<file path="src/hdl/flash_save_memory_controller_assert.svh">
// assertion macros shared by the flash save-memory controller rtl
`ifndef FLASH_SAVE_MEMORY_CONTROLLER_ASSERT_SVH
`define FLASH_SAVE_MEMORY_CONTROLLER_ASSERT_SVH

// same-cycle implication, checked outside reset
`define FSMC_ASSERT_NOW(label, clk, rst, ante, cons, msg) \
  label: assert property (@(posedge clk) disable iff (rst) (ante) |-> (cons)) else $error(msg);

// next-cycle implication, checked outside reset
`define FSMC_ASSERT_NEXT(label, clk, rst, ante, cons, msg) \
  label: assert property (@(posedge clk) disable iff (rst) (ante) |=> (cons)) else $error(msg);

`endif

</file>
<file path="src/hdl/fsmc_pkg.sv">
// shared types and constants of the flash save-memory controller
package fsmc_pkg;

  // store geometry; both sizes are powers of two
  localparam int SAVE_BYTES = 131072;
  localparam int PAGE_BYTES = 128;
  localparam int ADDR_W     = $clog2(SAVE_BYTES);
  localparam int PAGE_IDX_W = $clog2(PAGE_BYTES);
  localparam int PAGE_W     = ADDR_W - PAGE_IDX_W;
  localparam int STEP_W     = PAGE_IDX_W + 1;
  // doubled start offset plus byte index needs 18 bits
  localparam int RD_SUM_W   = (ADDR_W > 18) ? ADDR_W : 18;

  localparam logic [7:0]  ERASED_BYTE   = 8'hFF;
  localparam logic [31:0] CHIP_ID_RESET = 32'h00C2001E;

  // status words loaded by mode commands
  localparam logic [31:0] STATUS_STAT  = 32'h11118001;
  localparam logic [31:0] STATUS_READ  = 32'h11118004;
  localparam logic [31:0] STATUS_ERASE = 32'h11118008;

  // item kinds
  localparam logic [1:0] KIND_CMD  = 2'd0;
  localparam logic [1:0] KIND_LOAD = 2'd1;
  localparam logic [1:0] KIND_READ = 2'd2;

  // opcodes in the top byte of a command word
  localparam logic [7:0] OP_NOP      = 8'h00;
  localparam logic [7:0] OP_COMMIT   = 8'hD2;
  localparam logic [7:0] OP_STATUS   = 8'hE1;
  localparam logic [7:0] OP_READ     = 8'hF0;
  localparam logic [7:0] OP_PAGE     = 8'h4B;
  localparam logic [7:0] OP_ERASE    = 8'h78;
  localparam logic [7:0] OP_WRITE    = 8'hB4;
  localparam logic [7:0] OP_PAGE_SET = 8'hA5;

  typedef enum logic [2:0] {
    MODE_IDLE   = 3'd0,
    MODE_ERASE  = 3'd1,
    MODE_WRITE  = 3'd2,
    MODE_READ   = 3'd3,
    MODE_STATUS = 3'd4
  } mode_t;

  typedef enum logic [1:0] {
    ST_READY,
    ST_READ_WAIT,
    ST_ERASE,
    ST_PROGRAM
  } state_t;

  typedef struct packed {
    logic [1:0]  command;
    logic [31:0] cmd_word;
    logic [15:0] start_offset;
    logic [16:0] byte_index;
    logic [7:0]  data_byte;
  } item_t;

  typedef struct packed {
    logic [31:0] read_data;
    logic        accepted;
    logic        save_dirty;
    logic [2:0]  current_mode;
  } result_t;

  typedef struct packed {
    logic              en;
    logic [ADDR_W-1:0] addr;
    logic [7:0]        data;
  } store_wr_t;

  typedef struct packed {
    logic                  en;
    logic [PAGE_IDX_W-1:0] addr;
    logic [7:0]            data;
  } buf_wr_t;

endpackage

</file>
<file path="src/hdl/fsmc_out_q.sv">
// two-entry result queue between the controller and the result channel
module fsmc_out_q (
  input  logic              clk,
  input  logic              rst,
  input  logic              push,
  input  fsmc_pkg::result_t push_data,
  input  logic              pop_ready,
  output logic              out_valid,
  output fsmc_pkg::result_t out_data,
  output logic              full
);

  fsmc_pkg::result_t slot0;
  fsmc_pkg::result_t slot1;
  logic [1:0]        count;
  logic              pop;

  assign out_valid = (count != 2'd0);
  assign full      = (count == 2'd2);
  assign out_data  = slot0;
  assign pop       = out_valid && pop_ready;

  // occupancy
  always_ff @(posedge clk) begin
    if (rst) begin
      count <= 2'd0;
    end else if (push && !pop) begin
      count <= count + 2'd1;
    end else if (pop && !push) begin
      count <= count - 2'd1;
    end
  end

  // entry shifting
  always_ff @(posedge clk) begin
    if (pop) begin
      if (push && count == 2'd1) begin
        slot0 <= push_data;
      end else begin
        slot0 <= slot1;
      end
      if (push && count == 2'd2) begin
        slot1 <= push_data;
      end
    end else if (push) begin
      if (count == 2'd0) begin
        slot0 <= push_data;
      end else begin
        slot1 <= push_data;
      end
    end
  end

endmodule
</file>
<file path="config.mk">
export PLATFORM = sky130hd
export DESIGN_NAME = fsmc_out_q
export DESIGN_NICKNAME = d
export VERILOG_FILES = /design/src/hdl/flash_save_memory_controller_assert.svh /design/src/hdl/fsmc_pkg.sv /design/src/hdl/fsmc_out_q.sv
export SDC_FILE = /design/constraint.sdc
export NUM_CORES = 1
export LEC_CHECK = 0
export ABC_AREA = 1
export BUFFER_PORTS_ARGS = -buffer_cell sky130_fd_sc_hd__buf_2
export CAP_MARGIN = 20
export CORE_UTILIZATION = 40
export DETAILED_ROUTE_END_ITERATION = 8
export GPL_ROUTABILITY_DRIVEN = 0
export SLEW_MARGIN = 20
export SYNTH_ARGS = -nofsm -noshare
export SYNTH_HDL_FRONTEND = slang
export SYNTH_SLANG_ARGS = --single-unit
export TNS_END_PERCENT = 1
</file>
<file path="constraint.sdc">
create_clock -name clk -period 4.5 [get_ports clk]
set_input_delay 0.225 -clock clk [delete_from_list [all_inputs] [get_ports clk]]
set_output_delay 0.225 -clock clk [all_outputs]
set_load 0.05 [all_outputs]
</file>
==> results_dict.tcl <==
set metrics [dict create \
    status "complete, no violations" \
    seq_area_frac_synth 0.707 \
    synth_cell_type_count 19 \
    syn_area_um2 3200 \
    wl_um 5670 \
    cp.arrival_ns 2.42 \
    dieHeight_um 91.5 \
    syn_avg_cell_area_um2 13.7 \
    numCtsBuffers 9 \
    leakage_uw 0.00165 \
    detail-route-antenna-nets 0 \
    cts-root-buf "clkbuf_8" \
    slew_violations 0 \
    grt_overflow 0 \
    peakVddDrop_uv 360 \
    grt_max_degree 39 \
    yosys_register_bits 76 \
    firstDrtPassIters 4 \
    cts.path.max_buffers 2 \
    vias_per_cell 4.54 \
    cts-resized-gates 0 \
    power_density_nw_per_um2 749 \
    area_growth_pct 19.9 \
    die_x_um 91.5 \
    h-tree-depth 3 \
    fin_crit_ns 2.33 \
    grt_pass1_wl_um 9400 \
    fin_area_um2 3840 \
    io_buffers 79 \
    tns_ns 0 \
    synthCells 234 \
    dp_hpwl_um 3500 \
    mostFrequentLayoutCells "nand2_1 (82), buf_2 (79), edfxtp_1 (74), nand3_2 (21), nand3_1 (17)" \
    clkTransAtPathRegs_ns 0.08 \
    pin_count 80 \
    start_kind "register" \
    tightestPinTransition_ns 1.02 \
    end_kind "register" \
    maxCapViolCount 0 \
    start_util 0.414 \
    required_ns 4.59 \
    clk_latency_ns 0.34 \
    drtIter0Drc 91 \
    core_area_um2 7730 \
    antenna_found_initial 0 \
    grt_use_total 0.150 \
    clock-skew-final_ns 0.00878 \
    crit_path_max_fanout 38 \
    post-route-period-util 0.517 \
    cts_hold_buffers 0 \
    postCtsSetupRepairBufs 0 \
    diodes 0 \
    fin_ws_ns 2.17 \
    cts_tree "yes" \
    pre_cts_ws_ns 1.82 \
    die_area_um2 8360 \
    power_uw 2870 \
    synth_fp_nets 281 \
    max-slew-margin-rel 0.320 \
    drive_gt1_frac 0.389 \
    grt_pass1_vias 1927 \
    routedWlPerCell_um 13.4 \
    fmax_mhz 430 \
    vias 1920 \
    fin_nets 363 \
    setup_viol 0 \
    rsz0062_at_grt "false" \
    fill_cells 711 \
    placed_area_um2 3590 \
    clock-sinks 76 \
    drcViolationCount 0 \
    hp-class "primary input to register" \
    criticalPathCategory "register to register" \
    hold_viol_final 0 \
    rows 32 \
    layout_commonest_cell "nand2_1" \
    ys_warn_count 0 \
]
## metrics by stage
stage / hold slack (ns) / utilization / std cells
6_report: 0.0537 / 0.497 / 423
5_1_grt: 0.0334 / 0.497 / 423
4_1_cts: 0.0341 / 0.491 / 421
3_5_place_dp: 0.412 / 0.465 / 405
3_3_place_gp: 0.403 / 0.465 / 405
2_1_floorplan: 0.297 / - / 234
## sequential cells by signal (all words and copies together), names as in the netlist
name / count
slot1: 37
count: 2
out_data: 37
## cell usage after synthesis
| library cell | n | area, µm² |
|---|---|---|
| buf_8 | 1 | 15.0 |
| buf_12 | 4 | 80.1 |
| ha_1 | 6 | 75.1 |
| nor2_4 | 1 | 11.3 |
| inv_2 | 1 | 3.75 |
| nand2_1 | 82 | 308 |
| clkbuf_8 | 1 | 13.8 |
| nor2_1 | 5 | 18.8 |
| nand2_2 | 1 | 6.26 |
| o21ai_0 | 1 | 5.00 |
| buf_6 | 3 | 33.8 |
| edfxtp_1 | 74 | 2220 |
| nand2_4 | 1 | 11.3 |
| xnor2_1 | 1 | 8.76 |
| dfxtp_1 | 2 | 40.0 |
| nand3_1 | 17 | 85.1 |
| nand3_2 | 21 | 210 |
| inv_1 | 10 | 37.5 |
| buf_4 | 2 | 15.0 |
## final timing paths
check | start | end | slack [ns] | cells after the start
min reg2reg | slot1[24] | out_data[24] | 0.55 | 2
min | rst | count[0] | 0.05 | 2
max | count[1] | out_data[13] | 2.17 | 6
max reg2reg | count[1] | out_data[13] | 2.17 | 6
## power by group
group          switching, µW  internal (µW)  total (µW)  leakage (µW)
combinational            918            249        1170      0.000821
clock                    258            259         517      0.000104
sequential              68.5           1120        1190      0.000726
total                   1240           1630        2870       0.00165
## cell type report
cell class	count	area, µm²	share of cell area
clock inverter	7	75.1	0.0196
multi-input combinational	136	758	0.198
clock buffer	9	124	0.0323
sequential	76	2260	0.589
tap	102	128	0.0332
inverter	11	41.3	0.0108
timing repair buffer	82	450	0.117
## layer usage
layer,global-route usage,up-vias,part of all wire
li1,-,966,-
met1,0.189,880,0.47
met2,0.231,65,0.45
met3,0.0369,9,0.061
met5,0,-,0
met4,0.0926,0,0.019
## cells by family (layout without fill, tap and decap cells)
| family | Yosys count | count (layout) | synth area share |
|---|---|---|---|
| and+or+nand+nor | 128 | 128 | 0.203 |
| DFF | 76 | 76 | 0.707 |
| buffers and inverters | 22 | 109 | 0.0622 |
| adders and majority gates | 6 | 6 | 0.0235 |
| AOI/OAI and AO/OA | 1 | 1 | 0.00156 |
| xor gates and xnor gates | 1 | 1 | 0.00274 |
## critical path, cell delays in order, from the launching register on
cell,delay (ns)
dfxtp_1,0.36
inv_1,0.09
ha_1,0.19
nand2_2,0.73
nand2_4,0.45
nand2_1,0.18
nand2_1,0.06
No activity file was read; power rests on OpenSTA's default activity.
