--- src/hdl/flash_save_memory_controller_assert.svh ---
// assertion macros shared by the flash save-memory controller rtl
`ifndef FLASH_SAVE_MEMORY_CONTROLLER_ASSERT_SVH
`define FLASH_SAVE_MEMORY_CONTROLLER_ASSERT_SVH

// same-cycle implication, checked outside reset
`define FSMC_ASSERT_NOW(label, clk, rst, ante, cons, msg) \
  label: assert property (@(posedge clk) disable iff (rst) (ante) |-> (cons)) else $error(msg);

// next-cycle implication, checked outside reset
`define FSMC_ASSERT_NEXT(label, clk, rst, ante, cons, msg) \
  label: assert property (@(posedge clk) disable iff (rst) (ante) |=> (cons)) else $error(msg);

`endif

--- src/hdl/fsmc_pkg.sv ---
// shared types and constants of the flash save-memory controller
package fsmc_pkg;

  // store geometry; both sizes are powers of two
  localparam int SAVE_BYTES = 131072;
  localparam int PAGE_BYTES = 128;
  localparam int ADDR_W     = $clog2(SAVE_BYTES);
  localparam int PAGE_IDX_W = $clog2(PAGE_BYTES);
  localparam int PAGE_W     = ADDR_W - PAGE_IDX_W;
  localparam int STEP_W     = PAGE_IDX_W + 1;
  // doubled start offset plus byte index needs 18 bits
  localparam int RD_SUM_W   = (ADDR_W > 18) ? ADDR_W : 18;

  localparam logic [7:0]  ERASED_BYTE   = 8'hFF;
  localparam logic [31:0] CHIP_ID_RESET = 32'h00C2001E;

  // status words loaded by mode commands
  localparam logic [31:0] STATUS_STAT  = 32'h11118001;
  localparam logic [31:0] STATUS_READ  = 32'h11118004;
  localparam logic [31:0] STATUS_ERASE = 32'h11118008;

  // item kinds
  localparam logic [1:0] KIND_CMD  = 2'd0;
  localparam logic [1:0] KIND_LOAD = 2'd1;
  localparam logic [1:0] KIND_READ = 2'd2;

  // opcodes in the top byte of a command word
  localparam logic [7:0] OP_NOP      = 8'h00;
  localparam logic [7:0] OP_COMMIT   = 8'hD2;
  localparam logic [7:0] OP_STATUS   = 8'hE1;
  localparam logic [7:0] OP_READ     = 8'hF0;
  localparam logic [7:0] OP_PAGE     = 8'h4B;
  localparam logic [7:0] OP_ERASE    = 8'h78;
  localparam logic [7:0] OP_WRITE    = 8'hB4;
  localparam logic [7:0] OP_PAGE_SET = 8'hA5;

  typedef enum logic [2:0] {
    MODE_IDLE   = 3'd0,
    MODE_ERASE  = 3'd1,
    MODE_WRITE  = 3'd2,
    MODE_READ   = 3'd3,
    MODE_STATUS = 3'd4
  } mode_t;

  typedef enum logic [1:0] {
    ST_READY,
    ST_READ_WAIT,
    ST_ERASE,
    ST_PROGRAM
  } state_t;

  typedef struct packed {
    logic [1:0]  command;
    logic [31:0] cmd_word;
    logic [15:0] start_offset;
    logic [16:0] byte_index;
    logic [7:0]  data_byte;
  } item_t;

  typedef struct packed {
    logic [31:0] read_data;
    logic        accepted;
    logic        save_dirty;
    logic [2:0]  current_mode;
  } result_t;

  typedef struct packed {
    logic              en;
    logic [ADDR_W-1:0] addr;
    logic [7:0]        data;
  } store_wr_t;

  typedef struct packed {
    logic                  en;
    logic [PAGE_IDX_W-1:0] addr;
    logic [7:0]            data;
  } buf_wr_t;

endpackage

--- src/hdl/fsmc_page_buf.sv ---
// 128-byte page buffer with per-entry valid bits, registered read
module fsmc_page_buf (
  input  logic                           clk,
  input  logic                           rst,
  input  fsmc_pkg::buf_wr_t              wr,
  input  logic [fsmc_pkg::PAGE_IDX_W-1:0] rd_addr,
  output logic [7:0]                     rd_data
);

  logic [7:0]                      mem [fsmc_pkg::PAGE_BYTES];
  logic [fsmc_pkg::PAGE_BYTES-1:0] valid;
  logic [7:0]                      mem_q;
  logic                            valid_q;

  // byte storage
  always_ff @(posedge clk) begin
    if (wr.en) begin
      mem[wr.addr] <= wr.data;
    end
    mem_q <= mem[rd_addr];
  end

  // valid bits, cleared at reset so unwritten entries read zero
  always_ff @(posedge clk) begin
    if (rst) begin
      valid   <= '0;
      valid_q <= 1'b0;
    end else begin
      if (wr.en) begin
        valid[wr.addr] <= 1'b1;
      end
      valid_q <= valid[rd_addr];
    end
  end

  assign rd_data = valid_q ? mem_q : 8'h00;

endmodule

--- config.mk ---
export PLATFORM = sky130hd
export DESIGN_NAME = fsmc_page_buf
export DESIGN_NICKNAME = d
export VERILOG_FILES = /design/src/hdl/flash_save_memory_controller_assert.svh /design/src/hdl/fsmc_pkg.sv /design/src/hdl/fsmc_page_buf.sv
export SDC_FILE = /design/constraint.sdc
export NUM_CORES = 1
export LEC_CHECK = 0
export BUFFER_PORTS_ARGS = -buffer_cell sky130_fd_sc_hd__buf_2
export CAP_MARGIN = 20
export CELL_PAD_IN_SITES_DETAIL_PLACEMENT = 0
export CELL_PAD_IN_SITES_GLOBAL_PLACEMENT = 1
export CORE_AREA = 5 5 321 323
export CTS_CLUSTER_DIAMETER = 150
export DETAILED_ROUTE_END_ITERATION = 16
export DIE_AREA = 0 0 326 328
export PLACE_DENSITY = 0.73
export SETUP_SLACK_MARGIN = 0.4
export SLEW_MARGIN = 0
export SYNTH_ARGS = -nofsm -noshare
export SYNTH_HDL_FRONTEND = slang
export SYNTH_SLANG_ARGS = --single-unit
--- constraint.sdc ---
create_clock -name clk -period 6.5 [get_ports clk]
set_input_delay 0.975 -clock clk [delete_from_list [all_inputs] [get_ports clk]]
set_output_delay 0.975 -clock clk [all_outputs]
set_load 0.02 [all_outputs]
==> metrics.yaml <==
outcome:
  status: "completed"
synth:
  synth-adder-area-share: 0
  synth-simple-area-share: 0.0482
  synth.area.mux_share: 0.165
  synth_top_family_by_area: "multiplexers"
  ys_seq_elements: 1161
  synth_xor_area_frac: 0
  synth_cells: 2302
  synth_cell_types: 48
  async_flop_share: 0
  synth_compound_area_frac: 0.0200
  syn_area_mm2: 0.0445
  synth_edf_count: 1024
  syn_area_per_cell_um2: 19.3
  ys.flop_type: "edfxtp_1"
  yosysWarnings: 0
  syn_nets: 2327
  yosysSeqAreaShare: 0.752
sta:
  finalHoldViolCount: 0
  setup_slack_ns: 2.88
  maxSlewHeadroom: 0.248
  fin_crit_ns: 3.62
  skew_ns: 0.0179
  rsz0062_at_grt: "false"
  fmax_mhz: 276
  tightest_slew_ns: 1.12
  setup_viol: 0
  hold_ws_ns: 0.464
  drv_slew: 0
  timing.final.crit_share: 0.557
  setup_tns_ns: 0
critical_path:
  path_cells: "buf_8 > buf_4 > mux4_2 > a22o_1 > a221oi_1 > o22ai_1 > a221oi_1 > nand2_1"
  r2r-end: "mem_q[7]"
  worst-r2r-setup-slack_ns: 4.12
  crit_fanout: 97
  crit_path_frequent_cell: "a221oi_1"
  worst_path_largest_cell_delay_ns: 0.67
  r2r_cells: 4
  worstReg2RegStart: "mem[108][7]"
  crit_type: "in2reg"
  endpoint_kind: "flop"
  cp.required_ns: 7.06
  slowest_stage: "buf_4"
  worstPathArrival_ns: 4.18
  worstSetupStartpointType: "primary input"
routing:
  routedWlPerCell_um: 27.7
  first_iter_violations: 2270
  vias_per_cell: 5.87
  via_count: 22151
  ant_nets: 0
  totalWireLength_mm: 105
  drc: 0
  firstDrtPassIters: 9
worst_hold_path:
  whs_endpoint: "valid[42]"
  min_path_cells: 2
  hold_class: "reg2reg"
  min_from: "valid[42]"
clock_tree:
  htree_num_levels: 3
  clk_pin_slew_ns: 0.06
  cts_buffer_depth: 3
  cts_resized: 0
  cts_tree: "built"
  cts_sinks: 1161
  clock_latency_ns: 0.69
  postCtsSetupRepairBufs: 0
  ctsHoldBuffers: 0
  numCtsBuffers: 113
  cts_root_buf: "clkbuf_16"
floorplanning:
  fp.dieH_um: 328
  ios: 33
  design.die.area_mm2: 0.107
  initial_core_util: 0.447
  core_mm2: 0.0996
  placementRows: 116
  chipWidth_um: 326
placed_design:
  dpl.hpwl_mm: 63.7
  port_buffers: 32
  routabilityCongestion: 0.844
  pre_cts_ws_ns: 2.24
final_layout:
  fin_nets: 2392
  fillers: 7944
  seqCellArea_mm2: 0.0335
  synthToLayoutAreaGrowth_pct: 12.2
  multiInputGateArea_mm2: 0.0104
  fin_util: 0.502
  drive_gt1_frac: 0.226
pwr:
  peakVddDrop_uv: 259
  powerDensity_mw_per_mm2: 310
  p_total_uw: 15500
  leakagePower_uw: 0.0158
global_routing:
  grt_pass1_vias: 22521
  grt_pass1_wl_mm: 154
  grt_use_total: 0.195
  grt_max_degree: 106
  grt-ovfl-total: 0
  antenna_found_initial: 9
flow_run:
  maxCapViolCount: 0
worst max-delay path by stage:
stage / startpoint / to / slack, ns / cells after the start
after floorplan: rd_addr[1] / mem_q[3] / 3.22 / 8
after global placement: rd_addr[1] / mem_q[6] / 2.25 / 8
after detailed placement: rd_addr[0] / mem_q[6] / 2.24 / 8
after CTS: rd_addr[1] / mem_q[6] / 2.98 / 8
after global routing: rd_addr[0] / mem_q[6] / 2.63 / 8
final: rd_addr[1] / mem_q[6] / 2.88 / 8
flip-flops by register name, indices dropped and copies added, names as in the netlist:
name,count
mem_q,8
valid_q,1
mem,1024
valid,128
critical path: cells and delay by family:
kind	cells	cell delay, ns
AO/OA/AOI/OAI	4	1.28
buffers and inverters	2	1.30
multiplexers	1	0.40
AND/OR/NAND/NOR	1	0.10
through the flow:
stage,area [um2],cells
after global placement,46100,3549
after global routing,49900,3768
final,49900,3771
after CTS,49900,3765
after detailed placement,46100,3549
after floorplan,44500,2302
synth_stat cells (2+ instances only):
library cell	instances	area, um2
edfxtp_1	1024	30700
nor2_1	390	1460
mux4_2	294	6620
dfxtp_1	137	2740
mux2i_1	73	731
nand2_1	67	251
clkbuf_1	66	248
a22oi_1	48	360
buf_2	26	130
a21oi_1	18	90.1
nand3_1	18	90.1
a32oi_1	14	123
buf_4	12	90.1
buf_1	11	41.3
o22ai_1	11	68.8
and2_1	10	62.6
nor2b_1	10	62.6
a22o_1	9	78.8
buf_6	9	101
or4_1	7	52.6
a221oi_1	4	35.0
or2_2	4	25.0
a2111oi_0	3	26.3
nand3b_1	3	22.5
nand4_1	3	18.8
inv_1	2	7.51
nand2b_1	2	12.5
nor3_1	2	10.0
nor3b_1	2	15.0
o21ba_2	2	20.0
or2_1	2	12.5
or3_1	2	12.5
or3b_2	2	17.5
power breakdown:
part           total, uW  leakage [uW]  internal (uW)  switching, uW
registers           8150        0.0103           8140           10.3
clock network       6600       0.00187           3840           2760
logic                717       0.00366            254            463
placed cells by master, fill, tap and decap left out, types with 21 or more instances in the layout:
| master | n |
|---|---|
| mux2i_1 | 73 |
| nor2_1 | 390 |
| nand2_1 | 67 |
| clkbuf_16 | 114 |
| a22oi_1 | 48 |
| buf_4 | 46 |
| clkinv_2 | 24 |
| clkbuf_8 | 21 |
| clkbuf_1 | 30 |
| mux4_2 | 294 |
| dfxtp_1 | 137 |
| edfxtp_1 | 1024 |
cell type report:
type,instances,area share
clock buffer,165,0.0652
multi-input combinational,1014,0.208
clock inverter,51,0.0107
tap,1298,0.0325
inverter,3,0.000225
timing repair buffer,74,0.0121
antenna,5,0.000251
sequential,1161,0.671
routing by layer:
layer	part of all wire	wire, um	track usage
met5	0.00032	34	0
met4	0.025	2630	0.0522
met3	0.075	7830	0.0432
met2	0.49	51500	0.319
met1	0.41	42600	0.268
cells by family after synthesis:
group                  Yosys count
DFF                           1161
and+or+nand+nor                526
muxes                          368
buffers and inverters          127
AOI/OAI and AO/OA              120
Note: power is estimated with default switching activity, not from simulation.
